--- src/hw/rtl/vrt_pkg.sv ---
// Shared constants and types for the voxel ray traversal block.
package vrt_pkg;
  localparam int COORD_INT_BITS  = 16;
  localparam int COORD_FRAC_BITS = 8;
  localparam int DIR_FRAC_BITS   = 14;
  localparam int COORD_W   = COORD_INT_BITS + COORD_FRAC_BITS;
  localparam int DIR_W     = 2 + DIR_FRAC_BITS;
  localparam int VOX_W     = COORD_INT_BITS;
  localparam int DIST_FRAC = 16;
  localparam int DIST_W    = 32;
  localparam int LIM_W     = 16;
  localparam int LIM_FRAC  = 8;
  localparam int TYPE_W    = 8;
  localparam int HP_SHIFT  = DIR_FRAC_BITS + DIST_FRAC - COORD_FRAC_BITS;
  localparam int DIV_W     = 32;
  localparam int DIV_CNT_W = $clog2(DIV_W);
  localparam int SQRT_STEPS = DIV_W / 2;
  localparam int IN_W  = 3 * COORD_W + 3 * DIR_W + LIM_W + TYPE_W;
  localparam int OUT_RAW_W = 3 * VOX_W + 3 + LIM_W + TYPE_W + 3 * COORD_W;
  localparam int OUT_W = ((OUT_RAW_W + 7) / 8) * 8;

  localparam logic [1:0] KIND_PROBE = 2'd0;
  localparam logic [1:0] KIND_HIT   = 2'd1;
  localparam logic [1:0] KIND_MISS  = 2'd2;
  localparam logic [1:0] AXIS_X = 2'd0;
  localparam logic [1:0] AXIS_Y = 2'd1;
  localparam logic [1:0] AXIS_Z = 2'd2;

  typedef struct packed {
    logic             start;
    logic [DIV_W-1:0] num;
    logic [DIV_W-1:0] den;
  } div_req_t;

  typedef struct packed {
    logic             done;
    logic [DIV_W-1:0] quo;
  } div_rsp_t;
endpackage

--- src/hw/rtl/vrt_divider.sv ---
// Restoring unsigned divider that produces one quotient bit per cycle.
module vrt_divider (
  input  logic              clk,
  input  logic              rst,
  input  vrt_pkg::div_req_t req,
  output vrt_pkg::div_rsp_t rsp
);
  import vrt_pkg::*;

  logic [DIV_W:0]     rem;
  logic [DIV_W-1:0]   quo;
  logic [DIV_W-1:0]   den;
  logic [DIV_CNT_W-1:0] cnt;
  logic               busy;
  logic               done;
  logic [DIV_W:0]     shifted;
  logic [DIV_W+1:0]   diff;

  assign shifted = {rem[DIV_W-1:0], quo[DIV_W-1]};
  assign diff = {1'b0, shifted} - {2'b00, den};

  always_ff @(posedge clk) begin
    if (rst) begin
      busy <= 1'b0;
      done <= 1'b0;
      cnt <= '0;
    end else begin
      done <= 1'b0;
      if (req.start) begin
        busy <= 1'b1;
        cnt <= '0;
        rem <= '0;
        quo <= req.num;
        den <= req.den;
      end else if (busy) begin
        if (!diff[DIV_W+1]) begin
          rem <= diff[DIV_W:0];
          quo <= {quo[DIV_W-2:0], 1'b1};
        end else begin
          rem <= shifted;
          quo <= {quo[DIV_W-2:0], 1'b0};
        end
        cnt <= cnt + 1'b1;
        if (cnt == DIV_CNT_W'(DIV_W - 1)) begin
          busy <= 1'b0;
          done <= 1'b1;
        end
      end
    end
  end

  assign rsp.done = done;
  assign rsp.quo = quo;
endmodule

--- src/hw/rtl/voxel_ray_traversal.sv ---
// Top level of the voxel ray traversal block: ray setup sequencer and voxel walker.
// The block walks a ray through a voxel grid. A transaction on the s_ side with
// s_tuser 0 starts a ray; with s_tuser 1 it answers the last probe with a block type.
// Every accepted transaction except an answer with no active ray yields exactly one
// m_ side transaction: a probe request, a hit or a miss (m_tuser gives the kind).
// Ray setup from acceptance to the result goes through these steps: squaring of each
// direction component in turn on one multiplier, a bit-by-bit square root, then per
// axis a division for the unit component and one for the reciprocal on the shared
// divider, plus a multiply for the side distance. An axis with a zero unit component
// takes only its first division, and a zero direction gives its result at the end of
// the square root. An answer of air takes a compare and add: its result is presented
// in the cycle after acceptance. A hit result is computed one axis of the hit point
// per cycle on the multiplier.
// The block takes one transaction at a time: s_tready is low while work is under
// way and while a result waits in the output register. If the receiver stalls,
// the result stays on m_tdata and no new transaction is accepted.
// Reset clears the ray state; the first transaction after reset may be taken at once.
module voxel_ray_traversal (
  input  logic                      clk,
  input  logic                      rst,
  input  logic                      s_tvalid,
  output logic                      s_tready,
  // origin_x, origin_y, origin_z, dir_x, dir_y, dir_z, max_distance, block_type
  input  logic [vrt_pkg::IN_W-1:0]  s_tdata,
  // mode
  input  logic                      s_tuser,
  output logic                      m_tvalid,
  input  logic                      m_tready,
  // voxel_x, voxel_y, voxel_z, normal_axis, normal_negative, travel_distance,
  // hit_type, hit_point_x, hit_point_y, hit_point_z, zero fill
  output logic [vrt_pkg::OUT_W-1:0] m_tdata,
  // result_kind
  output logic [1:0]                m_tuser
);
  import vrt_pkg::*;

  typedef enum logic [6:0] {
    S_IDLE = 7'b0000001,
    S_SQ   = 7'b0000010,
    S_SQRT = 7'b0000100,
    S_UDIV = 7'b0001000,
    S_RDIV = 7'b0010000,
    S_SIDE = 7'b0100000,
    S_HIT  = 7'b1000000
  } state_t;

  state_t state;
  logic [1:0] ax;
  logic [4:0] sq_cnt;

  logic signed [COORD_W-1:0] ray_origin [3];
  logic [DIR_W-1:0]          dmag [3];
  logic                      dneg [3];
  logic signed [DIR_W-1:0]   unit_dir [3];
  logic [VOX_W-1:0]          cur_voxel [3];
  logic [DIST_W-1:0]         side_dist [3];
  logic [DIST_W-1:0]         delta_dist [3];
  logic                      step_positive [3];
  logic [1:0]                last_axis;
  logic [DIST_W-1:0]         walked_distance;
  logic [LIM_W-1:0]          limit_distance;
  logic                      ray_active;
  logic [TYPE_W-1:0]         hit_blk;
  logic signed [COORD_W-1:0] hp [3];

  logic [DIV_W-1:0] sq_v, sq_r, sq_b;
  logic [DIV_W:0]   sq_t;

  logic     div_start;
  div_req_t div_req;
  div_rsp_t div_rsp;

  logic [1:0]        o_kind;
  logic [VOX_W-1:0]  o_vox [3];
  logic [1:0]        o_axis;
  logic              o_neg;
  logic [LIM_W-1:0]  o_dist;
  logic [TYPE_W-1:0] o_type;
  logic [COORD_W-1:0] o_hp [3];

  logic              accept;
  logic              mode;
  logic [TYPE_W-1:0] in_type;
  logic [1:0]        a_sel;
  logic [DIST_W:0]   side_sum;
  logic [DIST_W-1:0] walk_new;
  logic [DIST_W-1:0] lim_full;
  logic [2*DIR_W-1:0] sq_prod;
  logic [DIR_W-1:0]  uq;
  logic [COORD_FRAC_BITS:0] off;
  logic [COORD_FRAC_BITS+DIST_W:0] side_prod;
  logic signed [DIR_W+DIST_W:0] hp_prod;
  logic signed [COORD_W-1:0] hp_new;
  logic [COORD_FRAC_BITS-1:0] frac;

  vrt_divider u_div (
    .clk (clk),
    .rst (rst),
    .req (div_req),
    .rsp (div_rsp)
  );

  assign s_tready = (state == S_IDLE) && !m_tvalid;
  assign accept = s_tvalid && s_tready;
  assign mode = s_tuser;
  assign in_type = s_tdata[IN_W-1 -: TYPE_W];

  always_comb begin
    if (side_dist[0] < side_dist[1] && side_dist[0] < side_dist[2]) begin
      a_sel = AXIS_X;
    end else if (side_dist[1] < side_dist[2]) begin
      a_sel = AXIS_Y;
    end else begin
      a_sel = AXIS_Z;
    end
  end

  assign side_sum = {1'b0, side_dist[a_sel]} + {1'b0, delta_dist[a_sel]};
  assign walk_new = side_dist[a_sel];
  assign lim_full = DIST_W'({limit_distance, {(DIST_FRAC - LIM_FRAC){1'b0}}});
  assign sq_prod = dmag[ax] * dmag[ax];
  assign sq_t = {1'b0, sq_r} + {1'b0, sq_b};
  assign uq = div_rsp.quo[DIR_W-1:0];
  assign frac = ray_origin[ax][COORD_FRAC_BITS-1:0];
  assign off = unit_dir[ax][DIR_W-1] ? {1'b0, frac}
                                     : (COORD_FRAC_BITS+1)'(1 << COORD_FRAC_BITS) - {1'b0, frac};
  assign side_prod = off * delta_dist[ax];
  assign hp_prod = unit_dir[ax] * $signed({1'b0, walked_distance});
  assign hp_new = ray_origin[ax] + COORD_W'(hp_prod >>> HP_SHIFT);

  always_ff @(posedge clk) begin
    if (rst) begin
      state <= S_IDLE;
      ax <= AXIS_X;
      sq_cnt <= '0;
      m_tvalid <= 1'b0;
      div_start <= 1'b0;
      ray_active <= 1'b0;
      last_axis <= AXIS_X;
      walked_distance <= '0;
      limit_distance <= '0;
      for (int i = 0; i < 3; i++) begin
        cur_voxel[i] <= '0;
        side_dist[i] <= '0;
        delta_dist[i] <= '0;
        step_positive[i] <= 1'b0;
        unit_dir[i] <= '0;
        ray_origin[i] <= '0;
      end
    end else begin
      div_start <= 1'b0;
      if (m_tvalid && m_tready) begin
        m_tvalid <= 1'b0;
      end
      case (state)
        S_IDLE: begin
          if (accept && !mode) begin
            for (int i = 0; i < 3; i++) begin
              ray_origin[i] <= s_tdata[i*COORD_W +: COORD_W];
              dneg[i] <= s_tdata[3*COORD_W + i*DIR_W + DIR_W - 1];
              dmag[i] <= s_tdata[3*COORD_W + i*DIR_W + DIR_W - 1]
                         ? DIR_W'(-s_tdata[3*COORD_W + i*DIR_W +: DIR_W])
                         : s_tdata[3*COORD_W + i*DIR_W +: DIR_W];
              cur_voxel[i] <= s_tdata[i*COORD_W + COORD_FRAC_BITS +: VOX_W];
            end
            limit_distance <= s_tdata[3*COORD_W + 3*DIR_W +: LIM_W];
            last_axis <= AXIS_X;
            walked_distance <= '0;
            ray_active <= 1'b1;
            sq_v <= '0;
            ax <= AXIS_X;
            state <= S_SQ;
          end else if (accept && ray_active) begin
            if (in_type != '0) begin
              hit_blk <= in_type;
              ray_active <= 1'b0;
              ax <= AXIS_X;
              state <= S_HIT;
            end else begin
              walked_distance <= walk_new;
              side_dist[a_sel] <= side_sum[DIST_W] ? '1 : side_sum[DIST_W-1:0];
              cur_voxel[a_sel] <= step_positive[a_sel] ? cur_voxel[a_sel] + 1'b1
                                                       : cur_voxel[a_sel] - 1'b1;
              last_axis <= a_sel;
              m_tvalid <= 1'b1;
              o_axis <= '0;
              o_neg <= 1'b0;
              o_type <= '0;
              for (int i = 0; i < 3; i++) begin
                o_hp[i] <= '0;
              end
              if (walk_new >= lim_full) begin
                ray_active <= 1'b0;
                o_kind <= KIND_MISS;
                o_dist <= limit_distance;
                for (int i = 0; i < 3; i++) begin
                  o_vox[i] <= '0;
                end
              end else begin
                o_kind <= KIND_PROBE;
                o_dist <= '0;
                for (int i = 0; i < 3; i++) begin
                  o_vox[i] <= (i == int'(a_sel))
                              ? (step_positive[i] ? cur_voxel[i] + 1'b1 : cur_voxel[i] - 1'b1)
                              : cur_voxel[i];
                end
              end
            end
          end
        end
        S_SQ: begin
          sq_v <= sq_v + DIV_W'(sq_prod);
          if (ax == AXIS_Z) begin
            sq_r <= '0;
            sq_b <= DIV_W'(1) << (DIV_W - 2);
            sq_cnt <= '0;
            state <= S_SQRT;
          end else begin
            ax <= ax + 1'b1;
          end
        end
        S_SQRT: begin
          if ({1'b0, sq_v} >= sq_t) begin
            sq_v <= sq_v - sq_t[DIV_W-1:0];
            sq_r <= (sq_r >> 1) + sq_b;
          end else begin
            sq_r <= sq_r >> 1;
          end
          sq_b <= sq_b >> 2;
          sq_cnt <= sq_cnt + 1'b1;
          if (sq_cnt == 5'(SQRT_STEPS - 1)) begin
            ax <= AXIS_X;
            if (sq_r == '0 && !({1'b0, sq_v} >= sq_t)) begin
              for (int i = 0; i < 3; i++) begin
                unit_dir[i] <= '0;
                step_positive[i] <= 1'b0;
                delta_dist[i] <= '1;
                side_dist[i] <= '1;
              end
              m_tvalid <= 1'b1;
              o_axis <= '0;
              o_neg <= 1'b0;
              o_type <= '0;
              for (int i = 0; i < 3; i++) begin
                o_hp[i] <= '0;
                o_vox[i] <= (limit_distance == '0) ? '0 : cur_voxel[i];
              end
              o_kind <= (limit_distance == '0) ? KIND_MISS : KIND_PROBE;
              o_dist <= (limit_distance == '0) ? limit_distance : '0;
              ray_active <= (limit_distance != '0);
              state <= S_IDLE;
            end else begin
              div_start <= 1'b1;
              state <= S_UDIV;
            end
          end
        end
        S_UDIV: begin
          if (div_rsp.done) begin
            unit_dir[ax] <= dneg[ax] ? DIR_W'(-uq) : uq;
            step_positive[ax] <= !dneg[ax] && (uq != '0);
            if (uq == '0) begin
              delta_dist[ax] <= '1;
              side_dist[ax] <= '1;
              if (ax == AXIS_Z) begin
                m_tvalid <= 1'b1;
                o_axis <= '0;
                o_neg <= 1'b0;
                o_type <= '0;
                for (int i = 0; i < 3; i++) begin
                  o_hp[i] <= '0;
                  o_vox[i] <= (limit_distance == '0) ? '0 : cur_voxel[i];
                end
                o_kind <= (limit_distance == '0) ? KIND_MISS : KIND_PROBE;
                o_dist <= (limit_distance == '0) ? limit_distance : '0;
                ray_active <= (limit_distance != '0);
                state <= S_IDLE;
              end else begin
                ax <= ax + 1'b1;
                div_start <= 1'b1;
              end
            end else begin
              div_start <= 1'b1;
              state <= S_RDIV;
            end
          end
        end
        S_RDIV: begin
          if (div_rsp.done) begin
            delta_dist[ax] <= div_rsp.quo;
            state <= S_SIDE;
          end
        end
        S_SIDE: begin
          side_dist[ax] <= side_prod[COORD_FRAC_BITS+DIST_W] ? '1
                           : side_prod[COORD_FRAC_BITS +: DIST_W];
          if (ax == AXIS_Z) begin
            m_tvalid <= 1'b1;
            o_axis <= '0;
            o_neg <= 1'b0;
            o_type <= '0;
            for (int i = 0; i < 3; i++) begin
              o_hp[i] <= '0;
              o_vox[i] <= (limit_distance == '0) ? '0 : cur_voxel[i];
            end
            o_kind <= (limit_distance == '0) ? KIND_MISS : KIND_PROBE;
            o_dist <= (limit_distance == '0) ? limit_distance : '0;
            ray_active <= (limit_distance != '0);
            state <= S_IDLE;
          end else begin
            ax <= ax + 1'b1;
            div_start <= 1'b1;
            state <= S_UDIV;
          end
        end
        S_HIT: begin
          hp[ax] <= hp_new;
          if (ax == AXIS_Z) begin
            m_tvalid <= 1'b1;
            o_kind <= KIND_HIT;
            o_axis <= last_axis;
            o_neg <= step_positive[last_axis];
            o_dist <= walked_distance[DIST_FRAC - LIM_FRAC +: LIM_W];
            o_type <= hit_blk;
            for (int i = 0; i < 3; i++) begin
              o_vox[i] <= cur_voxel[i];
            end
            o_hp[0] <= hp[0];
            o_hp[1] <= hp[1];
            o_hp[2] <= hp_new;
            state <= S_IDLE;
          end else begin
            ax <= ax + 1'b1;
          end
        end
        default: begin
          state <= S_IDLE;
        end
      endcase
    end
  end

  always_comb begin
    div_req.start = div_start;
    div_req.num = (state == S_RDIV) ? DIV_W'(1) << (DIST_FRAC + DIR_FRAC_BITS)
                : (DIV_W'(dmag[ax]) << DIR_FRAC_BITS) + (sq_r >> 1);
    div_req.den = (state == S_RDIV) ? DIV_W'(unit_dir[ax][DIR_W-1] ? -unit_dir[ax]
                                                                   : unit_dir[ax])
                : sq_r;
  end

  assign m_tuser = o_kind;
  assign m_tdata = OUT_W'({o_hp[2], o_hp[1], o_hp[0], o_type, o_dist, o_neg, o_axis,
                           o_vox[2], o_vox[1], o_vox[0]});

`ifndef ASSERT_OFF
  a_ready_no_pending: assert property (@(posedge clk) disable iff (rst)
    s_tready |-> !m_tvalid)
    else $error("input ready while a result is pending");
  a_orphan_answer: assert property (@(posedge clk) disable iff (rst)
    (accept && mode && !ray_active) |=> !m_tvalid)
    else $error("answer without an active ray produced a result");
  a_miss_fields: assert property (@(posedge clk) disable iff (rst)
    (m_tvalid && o_kind == KIND_MISS) |-> (o_type == '0 && !ray_active))
    else $error("miss result with hit type or live ray");
  a_hit_ends_ray: assert property (@(posedge clk) disable iff (rst)
    (m_tvalid && o_kind == KIND_HIT) |-> !ray_active)
    else $error("hit result with live ray");
`endif
endmodule
--- config.mk ---
export PLATFORM = sky130hd
export DESIGN_NAME = voxel_ray_traversal
export DESIGN_NICKNAME = d
export VERILOG_FILES = /design/src/hw/rtl/vrt_pkg.sv /design/src/hw/rtl/vrt_divider.sv /design/src/hw/rtl/voxel_ray_traversal.sv
export SDC_FILE = /design/constraint.sdc
export NUM_CORES = 2
export LEC_CHECK = 0
export ABC_AREA = 1
export BUFFER_PORTS_ARGS = -buffer_cell sky130_fd_sc_hd__buf_2
export CORE_ASPECT_RATIO = 1.75
export CORE_MARGIN = 2
export CORE_UTILIZATION = 55
export CTS_CLUSTER_DIAMETER = 60
export DETAILED_ROUTE_END_ITERATION = 10
export HOLD_SLACK_MARGIN = 0.08
export PLACE_DENSITY_LB_ADDON = 0.1
export SLEW_MARGIN = 15
export SYNTH_ARGS = -nofsm -noshare
export SYNTH_HDL_FRONTEND = slang
export SYNTH_SLANG_ARGS = --single-unit
--- constraint.sdc ---
create_clock -name clk -period 18.55 [get_ports clk]
set_input_delay 1.855 -clock clk [delete_from_list [all_inputs] [get_ports clk]]
set_output_delay 1.855 -clock clk [all_outputs]
set_load 0.005 [all_outputs]
==> results.md <==
- NumNets Final: 12170
- Most frequent cells in the layout: 2039 x inv_1, 1778 x nand2_1, 1097 x nor2_1, 844 x edfxtp_1, 831 x fa_1
- GPL Wtd Cong: 1.063
- WP data required: ~19 ns
- Vias/cell: 5.892
- First-pass GRT wire length: 466800 um
- Drt first pass iters: 7
- Worst hold-check path type: flop to flop
- DRT iter0 DRCs: 7072
- Fillers: 14430
- Fmax: between 80 and 90 MHz
- Startpoint types: flop
- Io pins: 305
- Die extent in y: 533.1 um
- Largest net degree at the start of global routing: 115
- Setup TNS: 0 ns
- CTS Buffer Depth: 3
- Multi-input logic area: between 50000 and 60000 sq um
- Synth Instances: 10400
- TritonCTS clock tree: yes
- Max-slew violation count: 0
- Cts repair resizes: 0
- Area Overhead vs Synth: 7.653%
- Async SR Flop Fraction: 0
- Initial core utilization: 0.5525
- # hold bufs at CTS: 0
- Row count: 194
- Period utilization: 0.6011
- RSZ-0062 raised after global routing: no
- Clk_skew: 0.07120 ns
- Worst-path clk slew: roughly 0.07 ns
- Slowest cell delay on critical path: 0.72 ns
- CP endpoint kind: flop
- Final ANT Viol Nets: 0
- Final setup viols: 0
- Post-synth top flop: edfxtp_1
- Drt drc: 0
- R2r worst-path depth: 38
- Clock tree sinks: 922
- Cell count after placement: 12520
- RR Endpoint: o_hp[0][70]
- Skew-Pair Late Insertion Delay: 0.78 ns
- Sequential standard cell area: 26910 sq um
- Dpl hpwl: ~250000 um
- Via count: 74810
- CP Capture Point: o_hp[0][70]
- Worst slew pin tran: 1.240 ns
- Critical path type: flop to flop
- Avg Synthesized Cell Area: 8.459 sq um
- Main area contributors after synthesis: edfxtp_1 29%, fa_1 19%, ha_1 9.0%
- Sequential fraction of the synthesis area: 0.3058
- Post-synth top area cell: edfxtp_1
- Number of H-tree levels: 3
- PortBufs: 299
- Cell Area, Synth: about 88000 sq um
- Setup Fix Bufs, Post-CTS: 0
- Synth unique cells: 78
- All-Layer GR Usage: 0.3840
- Commonest non-fill, non-tap cell in the layout: inv_1
- Final wirelength: ~310000 um
- CP dominant cell by count: fa_1
- Core area: 159200 sq um
- CTS Root Cell: clkbuf_16
- Worst R2R Setup Slack: 7.40 ns
- Num CTS Buffers: 93
- Max Cap Violations: 0
- WL per Instance: between 20 and 25 um
- Slew HR: 0.1735
- Final hold vios: 0
- Period minus WS final: approximately 11 ns
- Number of global-route vias before repair: 77760
- Post-synth EDFFs: 844
- Arr. time, crit path: 11.64 ns
- Outcome: finished clean
- Layout Cells excl Fill: between 10000 and 15000
- Syn. warnings: 0
- Die Footprint: 163300 sq um
- Slowest stage cell, crit path: buf_4
- Max FO, Critical Path: ~90
- DIE WIDTH: 306.3 um
- Share of cells above drive strength 1: 0.07488
- Synth top area share: 0.2881
- Congestion Overflow GR: 0
- Seq cells post-synth: a little over 900
- Antenna violations before repair: 14
==> cells in the mapped netlist (all sizes together) (12+ instances only) <==
master and instances:
dfxtp 78, o21a 33, xor2 203, fa 831
o221ai 12, a21oi 594, nor4 36, buf 107
inv 2068, a32oi 30, a211oi 13, ha 633
clkbuf 245, nand2 1807, a21boi 14, nand3b 16
or2 122, edfxtp 844, a221oi 13, nand4 48
xnor2 101, a32o 17, nor3 87, o21ai 686
o22ai 138, o32ai 18, o31ai 26, nand3 284
clkinv 17, a31oi 40, o211ai 40, o21bai 29
a21o 17, nor2 1118
==> logic make-up after synthesis <==
kind of cell             after synthesis  synth area share
adder cells (fa/ha/maj)             1464            0.2791
AO/OA/AOI/OAI                       1749            0.1137
other                                  1        0.00004263
XOR/XNOR                             304           0.03027
buffers and inverters               2437            0.1063
AND/OR/NAND/NOR                     3523            0.1647
flip-flops                           922            0.3058
==> critical path: cells and delay by family (launching register included) <==
| family | cells | cell delay, ns |
|---|---|---|
| AOI/OAI and AO/OA | 10 | 2.60 |
| DFF | 1 | 0.57 |
| buffers and inverters | 9 | 2.43 |
| and+or+nand+nor | 8 | 1.01 |
| xor gates and xnor gates | 2 | 0.34 |
| adders and majority gates | 9 | 3.84 |
==> stage by stage <==
| stage | hold slack (ns) | instance area (sq um) | utilization | setup WS [ns] |
|---|---|---|---|---|
| floorplan | 0.4398 | 87990 | - | 9.762 |
| global placement | 0.4523 | 91470 | 0.5745 | 7.562 |
| detailed placement | 0.4603 | 91490 | 0.5746 | 7.501 |
| CTS | 0.4694 | 94680 | 0.5946 | 7.377 |
| global route | 0.5029 | 94690 | 0.5947 | 6.569 |
| finish | 0.4735 | 94710 | 0.5948 | 7.400 |
==> state kept, by name, indices dropped and copies added (netlist names), 48 cells and up, named ones only <==
name        cells
cur_voxel      48
dmag           48
o_hp           72
unit_dir       64
o_vox          48
delta_dist    128
hp             48
ray_origin     72
side_dist      96
==> layout make-up <==
class                           instances  area share
Multi-Input combinational cell       7045      0.5476
Sequential cell                       922      0.2841
Inverter                             2085     0.08270
Tap cell                             2058     0.02719
Clock buffer                          111     0.02529
Timing Repair Buffer                  408     0.02452
Clock inverter                         59    0.008389
Antenna cell                            8   0.0002114
==> worst min path at each step <==
stage | start | endpoint | slack [ns] | cells after the start
floorplan | ray_active | ray_active | 0.44 | 2
global placement | ray_active | ray_active | 0.45 | 2
detailed placement | ray_active | ray_active | 0.46 | 2
CTS | ray_active | ray_active | 0.47 | 2
global route | ray_active | ray_active | 0.50 | 2
finish | ray_active | ray_active | 0.47 | 2
==> layer usage <==
metal | share of wire | track usage
met5 | 0.00027 | 0
met4 | 0.088 | 0.2859
met3 | 0.068 | 0.05534
met2 | 0.50 | 0.6706
met1 | 0.35 | 0.4237
Power is not shown: default switching activity piles up to over one toggle a cycle in this logic, so the estimate is an artifact.
